===== config.mk =====
export PLATFORM = sky130hd
export DESIGN_NAME = gtc_adj_mem
export DESIGN_NICKNAME = d
export VERILOG_FILES = /design/src/gtc_pkg.sv /design/src/gtc_adj_mem.sv
export SDC_FILE = /design/constraint.sdc
export NUM_CORES = 2
export LEC_CHECK = 0
export BUFFER_PORTS_ARGS = -buffer_cell sky130_fd_sc_hd__buf_2
export CAP_MARGIN = 20
export CORE_UTILIZATION = 30
export CTS_BUF_LIST = sky130_fd_sc_hd__clkbuf_16
export DETAILED_ROUTE_END_ITERATION = 8
export PLACE_DENSITY_LB_ADDON = 0.08
export SLEW_MARGIN = 20
export SYNTH_ARGS = -nofsm -noshare
export SYNTH_HDL_FRONTEND = slang
export SYNTH_SLANG_ARGS = --single-unit

===== constraint.sdc =====
create_clock -name clk -period 5.86 [get_ports clk]
set_input_delay 0.879 -clock clk [delete_from_list [all_inputs] [get_ports clk]]
set_output_delay 0.879 -clock clk [all_outputs]
set_load 0.03 [all_outputs]

===== src/gtc_pkg.sv =====
// ----------------------------------------------------------------------------
// gtc_pkg
// Shared types, constants and helpers for the graph triangle counter.
// ----------------------------------------------------------------------------
package gtc_pkg;

  localparam int ACTION_W    = 2;
  localparam int VERTEX_W    = 6;
  localparam int COUNT_W     = 16;
  localparam int VERTEX_SPAN = 64;
  localparam int CHUNK_W     = 8;
  localparam int PC_W        = 4;

  localparam logic [ACTION_W-1:0] ACT_ADD_EDGE = 2'd0;
  localparam logic [ACTION_W-1:0] ACT_COUNT    = 2'd1;
  localparam logic [ACTION_W-1:0] ACT_CLEAR    = 2'd2;

  localparam logic [COUNT_W-1:0] COUNT_MAX = '1;

  typedef enum logic [3:0] {
    ST_IDLE,
    ST_ADD_RD_A,
    ST_ADD_WR_A,
    ST_ADD_WR_B,
    ST_CNT_RD_I,
    ST_CNT_LD_I,
    ST_CNT_SCAN,
    ST_CNT_LD_J,
    ST_CNT_DONE
  } gtc_state_t;

  typedef struct packed {
    logic rd_en;
    logic wr_en;
    logic clr;
  } mem_ctl_t;

  typedef struct packed {
    logic clr;
    logic load;
  } pop_ctl_t;

  function automatic logic [PC_W-1:0] popcount8(input logic [CHUNK_W-1:0] x);
    logic [PC_W-1:0] n;
    n = '0;
    for (int k = 0; k < CHUNK_W; k++) begin
      n = n + PC_W'(x[k]);
    end
    return n;
  endfunction

endpackage


===== src/gtc_adj_mem.sv =====
// ----------------------------------------------------------------------------
// gtc_adj_mem
// Adjacency row memory, one write and one registered read port, with
// per-row valid flags so that reset and clear empty the matrix at once.
// ----------------------------------------------------------------------------
module gtc_adj_mem import gtc_pkg::*; #(
  parameter int ROWS   = 64,
  parameter int ADDR_W = 6
) (
  input  logic              clk,
  input  logic              rst,
  input  mem_ctl_t          ctl,
  input  logic [ADDR_W-1:0] rd_addr,
  input  logic [ADDR_W-1:0] wr_addr,
  input  logic [ROWS-1:0]   wr_data,
  output logic [ROWS-1:0]   rd_data
);

  logic [ROWS-1:0] mem [ROWS];
  logic [ROWS-1:0] row_valid;
  logic [ROWS-1:0] rd_q;
  logic            rd_valid;

  always_ff @(posedge clk) begin
    if (ctl.wr_en) begin
      mem[wr_addr] <= wr_data;
    end
    if (ctl.rd_en) begin
      rd_q <= mem[rd_addr];
    end
  end

  always_ff @(posedge clk) begin
    if (rst || ctl.clr) begin
      row_valid <= '0;
    end else if (ctl.wr_en) begin
      row_valid[wr_addr] <= 1'b1;
    end
  end

  always_ff @(posedge clk) begin
    if (rst) begin
      rd_valid <= 1'b0;
    end else if (ctl.rd_en) begin
      rd_valid <= row_valid[rd_addr];
    end
  end

  // a row never written since clear reads as empty
  assign rd_data = rd_q & {ROWS{rd_valid}};

endmodule


==> results_dict.tcl <==
set metrics [dict create \
    status "complete, no violations" \
    synth.cell_area_um2 159700 \
    leakagePower_uw 0.05764 \
    swShare_pct 21.61 \
    setup_tns_ns 0 \
    final_common_cell "edfxtp_1" \
    cp_data_arrival_time_ns 2.91 \
    drtIter0Drc 7605 \
    num_vias 73964 \
    syn_inst 6169 \
    clk_path_buf_depth 4 \
    port_buffers 144 \
    final_antenna_net_count 0 \
    slowest_stage "dfxtp_4" \
    tightest_slew_ns 1.143 \
    layout_common_cells "4160 x edfxtp_1, 1356 x mux4_2, 481 x clkbuf_16" \
    drv_cap 0 \
    initial_utilization_pct 30.15 \
    cts_sinks 4225 \
    relSlewSlack_pct 23.80 \
    required_ns 4.98 \
    root_buffer "clkbuf_16" \
    r2r_start "mem[55][50]" \
    htreeDepth 5 \
    ys_ff_latch 4225 \
    drive_above_1_share_pct 34.87 \
    slew_viol_final 0 \
    viasPerCell 5.229 \
    startpoint "rd_valid" \
    wire_per_inst_um 37.24 \
    intPower_uw 51200 \
    finalPower_uw 65320 \
    path_cells "buf_4, and2_1, buf_2" \
    syn_nets 6250 \
    finalHoldViolCount 0 \
    path_depth 3 \
    hold_ws_ns 0.2232 \
    ios 145 \
    drtPass1Iterations 5 \
    clk_pin_slew_ns 0.06 \
    setup_viol 0 \
    cp-endpoint "rd_data[7]" \
    worstHoldPathType "input pin to flop" \
    yosysSeqAreaShare_pct 79.06 \
    avgSynthCellArea_um2 25.88 \
    synth_cell_types 32 \
    nFillCells 48222 \
    die_y_um 731.5 \
    finalCritPeriodShare_pct 64.67 \
    postCtsSetupBuffers 0 \
    grt_pass1_wl_um 707700 \
    fmax_ghz 0.2639 \
    fin_crit_ns 3.790 \
    cp_top_family "buffers and inverters" \
    grt_start_max_net_pins 105 \
    wirelength_um 526700 \
    power_frac_comb_pct 4.5 \
    yosysWarningCount 0 \
    reg2reg_depth 3 \
    switchingPower_uw 14120 \
    core_um2 529500 \
    slowest_delay_ns 0.67 \
    cts_resized 0 \
    worst_skew_pair.late_latency_ns 1.02 \
    r2r_setup_slack_ns 3.48 \
    grt_usage_pct 19.38 \
    syn2layout_area_growth_pct 17.29 \
    cp_max_fo 31 \
    ir_worst_vdd_mv 0.2455 \
    cts_tree "yes" \
    die-area_um2 535100 \
    dieWidth_um 731.5 \
    crit_path_end_kind "output port" \
    drc_errors 0 \
    dp_hpwl_um 260800 \
    finClkSkew_ns 0.04049 \
    r2r-end "rd_q[50]" \
    pwr-share-clk_pct 44.1 \
    start_kind "flop" \
    grt_overflow 0 \
    power.density_nw_per_um2 348.8 \
    hold_buffers 0 \
    nNetsFinal 6825 \
    grt_pass1_vias 76929 \
    num_rows 267 \
    grt_setup_unrepaired "false" \
    place.gp.congestion 0.7163 \
    seq_power_share_pct 51.4 \
    criticalPathCategory "flop to output port" \
    antenna_found_initial 71 \
    critPathBufInv 2 \
    cts_buffers 473 \
]
-- power groups by stage --
stage,Sequential [uW],Clock (uW),Combinational [uW]
global placement,34200,0,2940
global route,33600,30600,3110
CTS,33600,29600,2980
floorplan,34100,0,1660
finish,33600,28800,2910
detailed placement,34200,0,2980
-- worst min-delay path by stage --
stage	start	to	depth (start not counted)
floorplan	row_valid[40]	row_valid[40]	1
global placement	row_valid[40]	row_valid[40]	1
detailed placement	row_valid[40]	row_valid[40]	1
CTS	rst	rd_valid	2
global route	rst	rd_valid	2
finish	rst	rd_valid	2
-- metrics by stage --
step                setup WS (ns)  cells  util, %  instance area (um2)
floorplan                   1.133   6169        -               159700
CTS                         1.729  14128    35.33               187000
finish                      2.070  14146    35.36               187300
global route                1.790  14136    35.36               187200
global placement            1.588  13254    32.48               172000
detailed placement          1.582  13256    32.49               172000
-- Yosys cell counts, drive strengths merged --
master	instances	area share [%]
edfxtp	4160	78
mux4	1356	19
clkbuf	176	0.41
buf	149	0.42
dfxtp	65	0.82
nor2	65	0.15
and2	64	0.25
o21a	64	0.30
nor2b	12	0.047
nand2	9	0.021
nand3	9	0.028
nand2b	5	0.020
nor3	5	0.016
mux2i	4	0.025
nand4	3	0.012
a211oi	2	0.0094
a21oi	2	0.0063
a22oi	2	0.0094
a31oi	2	0.0078
inv	2	0.0047
mux2	2	0.014
nand3b	2	0.0094
nor4	2	0.0078
o22ai	2	0.0078
a22o	1	0.0055
a311oi	1	0.0055
o31ai	1	0.0047
o41ai	1	0.0055
or3	1	0.0039
-- kinds of logic (layout without fill, tap and decap cells) --
group,after synthesis,in the layout,share of synthesized area [%]
buffers and inverters,327,1299,0.8432
multiplexers,1362,1362,19.17
other,0,11,0
flip-flops,4225,4225,79.06
AND/OR/NAND/NOR,177,177,0.5682
AO/OA/AOI/OAI,78,78,0.3628
-- worst reg2reg max path, delay by kind of cell, from the launching register on --
family / cells / cell delay, ns
DFF: 1 / 0.36
muxes: 3 / 1.67
-- state kept, by name (all words and copies together) (netlist names) --
signal / count
mem: 4096
rd_q: 64
row_valid: 64
rd_valid: 1
-- layout make-up --
cell class	count	area, um2	area share (%)
flip-flops and latches	4225	126200	67.41
multi-input cells	1617	32590	17.40
diodes	11	27.53	0.01470
well taps	6994	8751	4.673
clock inverters	391	2993	1.598
inverters	2	7.507	0.004009
repair buffers	425	4622	2.468
clock buffers	481	12040	6.428
-- routing by layer --
layer | global-route usage [%] | share of wire [%] | up-vias
met1 | 28.46 | 46 | 42761
met3 | 2.339 | 4.8 | 671
li1 | - | - | 28357
met4 | 3.639 | 1.9 | 16
met5 | 0 | 0.021 | -
met2 | 31.32 | 47 | 2159
No activity file was read; power rests on OpenSTA's default activity.
