File: src/gtc_pkg.sv
// ----------------------------------------------------------------------------
// gtc_pkg
// Shared types, constants and helpers for the graph triangle counter.
// ----------------------------------------------------------------------------
package gtc_pkg;

  localparam int ACTION_W    = 2;
  localparam int VERTEX_W    = 6;
  localparam int COUNT_W     = 16;
  localparam int VERTEX_SPAN = 64;
  localparam int CHUNK_W     = 8;
  localparam int PC_W        = 4;

  localparam logic [ACTION_W-1:0] ACT_ADD_EDGE = 2'd0;
  localparam logic [ACTION_W-1:0] ACT_COUNT    = 2'd1;
  localparam logic [ACTION_W-1:0] ACT_CLEAR    = 2'd2;

  localparam logic [COUNT_W-1:0] COUNT_MAX = '1;

  typedef enum logic [3:0] {
    ST_IDLE,
    ST_ADD_RD_A,
    ST_ADD_WR_A,
    ST_ADD_WR_B,
    ST_CNT_RD_I,
    ST_CNT_LD_I,
    ST_CNT_SCAN,
    ST_CNT_LD_J,
    ST_CNT_DONE
  } gtc_state_t;

  typedef struct packed {
    logic rd_en;
    logic wr_en;
    logic clr;
  } mem_ctl_t;

  typedef struct packed {
    logic clr;
    logic load;
  } pop_ctl_t;

  function automatic logic [PC_W-1:0] popcount8(input logic [CHUNK_W-1:0] x);
    logic [PC_W-1:0] n;
    n = '0;
    for (int k = 0; k < CHUNK_W; k++) begin
      n = n + PC_W'(x[k]);
    end
    return n;
  endfunction

endpackage

File: src/gtc_pop_acc.sv
// ----------------------------------------------------------------------------
// gtc_pop_acc
// Shared popcount accumulator: shifts a loaded word out one byte per cycle
// and adds the set bits into a saturating tally.
// ----------------------------------------------------------------------------
module gtc_pop_acc import gtc_pkg::*; #(
  parameter int WORD_W = 64
) (
  input  logic               clk,
  input  logic               rst,
  input  pop_ctl_t           ctl,
  input  logic [WORD_W-1:0]  load_word,
  output logic               busy,
  output logic [COUNT_W-1:0] tally
);

  logic [WORD_W-1:0] word;
  logic [COUNT_W:0]  sum;

  assign busy = (word != '0);
  assign sum  = {1'b0, tally} + (COUNT_W+1)'(popcount8(word[CHUNK_W-1:0]));

  always_ff @(posedge clk) begin
    if (rst) begin
      word <= '0;
    end else if (ctl.load) begin
      word <= load_word;
    end else if (busy) begin
      word <= word >> CHUNK_W;
    end
  end

  always_ff @(posedge clk) begin
    if (rst || ctl.clr) begin
      tally <= '0;
    end else if (busy) begin
      tally <= sum[COUNT_W] ? COUNT_MAX : sum[COUNT_W-1:0];
    end
  end

endmodule

File: config.mk
export PLATFORM = sky130hd
export DESIGN_NAME = gtc_pop_acc
export DESIGN_NICKNAME = d
export VERILOG_FILES = /design/src/gtc_pkg.sv /design/src/gtc_pop_acc.sv
export SDC_FILE = /design/constraint.sdc
export NUM_CORES = 1
export LEC_CHECK = 0
export BUFFER_PORTS_ARGS = -buffer_cell sky130_fd_sc_hd__buf_2
export CAP_MARGIN = 40
export CORE_MARGIN = 4
export CORE_UTILIZATION = 25
export CTS_CLUSTER_DIAMETER = 100
export CTS_CLUSTER_SIZE = 16
export DETAILED_ROUTE_END_ITERATION = 10
export PLACE_DENSITY = 0.56
export SETUP_SLACK_MARGIN = 0.2
export SYNTH_ARGS = -nofsm -noshare
export SYNTH_HDL_FRONTEND = slang
export SYNTH_SLANG_ARGS = --single-unit
export TNS_END_PERCENT = 50
File: constraint.sdc
create_clock -name clk -period 3.7 [get_ports clk]
set_input_delay 0.925 -clock clk [delete_from_list [all_inputs] [get_ports clk]]
set_output_delay 0.925 -clock clk [all_outputs]
set_load 0.01 [all_outputs]
==> results.sh <==
export IMPL_multiInputGateArea_um2=1720
export IMPL_grt_pass1_wl_um=14700
export IMPL_clock_latency_ns=0.34
export IMPL_fin_crit_sh_pct=94.3
export IMPL_cts_tree="built"
export IMPL_ctsHoldBuffers=0
export IMPL_grt_max_degree=58
export IMPL_cts_root_buffer="clkbuf_16"
export IMPL_slew_viol_final=0
export IMPL_area_growth_pct=29.9
export IMPL_via_per_inst=4.56
export IMPL_io_pins=85
export IMPL_synth_cell_types=43
export IMPL_synth_largest_area_cell="dfxtp_1"
export IMPL_finalSetupTns_ns=0
export IMPL_syn_avg_cell_area_um2=9.93
export IMPL_synthesis_instances=343
export IMPL_gp_congestion=0.828
export IMPL_die_w_um=125
export IMPL_grt_total_usage_pct=11.9
export IMPL_hp_class="reg2reg"
export IMPL_grt_pass1_vias=2847
export IMPL_crit_arrival_ns=3.72
export IMPL_met2_usage_pct=17.9
export IMPL_rsz0062_at_grt="true"
export IMPL_synth_area_top_cells="dfxtp_1 (47%), mux2i_1 (16%), nor2_1 (7.1%)"
export IMPL_fillCellCount=1367
export IMPL_final_seq_area_um2=1600
export IMPL_dp_hpwl_um=6970
export IMPL_clockBufferDepth=2
export IMPL_synth_ff_type="dfxtp_1"
export IMPL_dr_pass1_iters=4
export IMPL_clkTransAtPathRegs_ns=0.06
export IMPL_fmax_mhz=287
export IMPL_syn_nets=422
export IMPL_drcViolationCount=0
export IMPL_drive_gt1_share_pct=30.4
export IMPL_clkSinkCount=80
export IMPL_nNetsFinal=512
export IMPL_crit_fanout=4
export IMPL_p_leak_uw=0.00208
export IMPL_use_met3_pct=3.69
export IMPL_maxSlewHeadroom_pct=45.0
export IMPL_dieArea_um2=15600
export IMPL_fin_hold_ws_ns=0.494
export IMPL_layout_setup_ws_ns=0.210
export IMPL_antennaDiodeCount=0
export IMPL_grt_busiest_layer="met2"
export IMPL_die_y_um=125
export IMPL_antenna_found_initial=0
export IMPL_dp_slack_ns=0.0582
export IMPL_hold_viol=0
export IMPL_fin_worst_skew_ns=0.00727
export IMPL_detail_route_antenna_nets=0
export IMPL_status="finished, final reports clean"
export IMPL_ys_ff_latch=80
export IMPL_finalWirelength_um=9120
export IMPL_cp_required_ns=3.93
export IMPL_synth_top_area_share_pct=47.0
export IMPL_syn_area_um2=3410
export IMPL_rows=42
export IMPL_cts_buffers=9
export IMPL_yosysWarnings=0
export IMPL_crit_path_start_kind="flip-flop"
export IMPL_drtIter0Drc=105
export IMPL_cap_viol_max_count=0
export IMPL_finish_utilization_pct=33.3
export IMPL_setup_violations=0
export IMPL_worstMarginPinSlew_ns=0.822
export IMPL_coreArea_um2=13300
export IMPL_path_class="reg2reg"
export IMPL_cellPowerDensity_nw_per_um2=473
export IMPL_period_minus_slack_ns=3.49
export IMPL_avgRoutedWirePerCell_um=14.9
export IMPL_initial_core_util_pct=25.6
export IMPL_grt_ovfl_total=0
export IMPL_async_flop_share_pct=0
export IMPL_h_tree_depth=3
export IMPL_ys_seq_area_share_pct=47.0
export IMPL_port_buffers=84
export IMPL_grtUsageMet1_pct=15.7
export IMPL_peakVddDrop_uv=219
export IMPL_cp_end_kind="flip-flop"
export IMPL_synth_edf_count=0
export IMPL_num_vias=2800
[worst max-delay path, cell delays in order (launching register included)]
cell	delay, ns
dfxtp_2	0.33
fa_1	0.53
inv_1	0.05
fa_1	0.45
fa_1	0.51
fa_2	0.20
inv_2	0.04
fa_2	0.34
nand3_2	0.09
nand2_2	0.05
nor3b_4	0.17
or3_4	0.35
o221a_2	0.27
[synthesized netlist by cell type, drive strengths merged, types with 6 or more instances]
library cell	count
dfxtp	80
nor2	65
mux2i	56
nor4	18
buf	11
inv	11
and2	10
nand2	8
nand4	8
nand3	7
a21oi	6
clkbuf	6
ha	6
o21ai	6
[state kept, by name, summed over array words and instances, names as in the netlist]
register	flops
word	64
tally	16
[path summary, 6_finish.rpt]
check        startpoint       end  slack [ns]  cells past startpoint
min reg2reg    word[37]  word[29]        0.49                      2
max reg2reg    tally[0]  tally[7]        0.21                     12
min            word[37]  word[29]        0.49                      2
max            tally[0]  tally[7]        0.21                     12
[power by group]
group	total (µW)	internal (µW)	switching, µW	leakage, µW
logic	248	123	125	0.00127
registers	936	907	29.0	0.000658
clock network	908	547	361	0.000151
total	2090	1580	514	0.00208
[metal layers]
metal | share of wire (%) | up-vias
li1 | - | 1402
met1 | 49 | 1324
met2 | 45 | 61
met3 | 4.5 | 13
met4 | 1.7 | 0
met5 | 0 | -
[logic make-up after synthesis]
kind of cell	after synthesis	synth area share (%)
mux	56	16.5
buf+inv	28	3.67
xor+xnor	1	0.257
flops	80	47.0
fa+ha+maj	11	5.14
compound gates	33	7.31
simple gates	134	20.1
[stage by stage]
step,total power (µW),cell area (µm²),std cells
global route,2200,4420,614
CTS,2130,4400,614
finish,2090,4420,614
detailed placement,1210,4070,594
floorplan,1110,3420,343
global placement,1200,4070,594
[area by class of cell]
cell class                 instances  share of cell area (%)
sequential                        80                    36.2
timing repair buffer              96                    12.1
clock inverter                     5                    1.39
clock buffer                      11                    5.49
multi-input combinational        235                    38.9
tap                              176                    4.98
inverter                          11                   0.934
[cells in the final DEF, fill, tap and decap left out, types with 2 or more instances in the layout]
master     instances
a21oi_1            6
o21ai_0            5
dfxtp_1           79
and3_1             4
nor4_1            16
nand2_1            7
inv_6              3
inv_1              9
buf_12             2
and2_1            10
o211ai_1           5
o211a_1            2
a311oi_1           3
ha_1               6
nor3_1             5
or2_2              2
inv_2              2
fa_1               3
nor2_1            64
buf_2             84
o221a_2            3
buf_4             10
nand4_1            8
fa_2               2
clkbuf_16          9
nand3_1            6
mux2i_1           56
o41ai_2            2
[what timing repair did]
action | CTS | global route
endpoints found under the setup margin | 9 | 10
gates resized for setup | 0 | 5
buffers inserted | 4 | 0
pin swaps | 4 | 0
gates cloned | 0 | 0
Power figures use the tool's default switching activity.
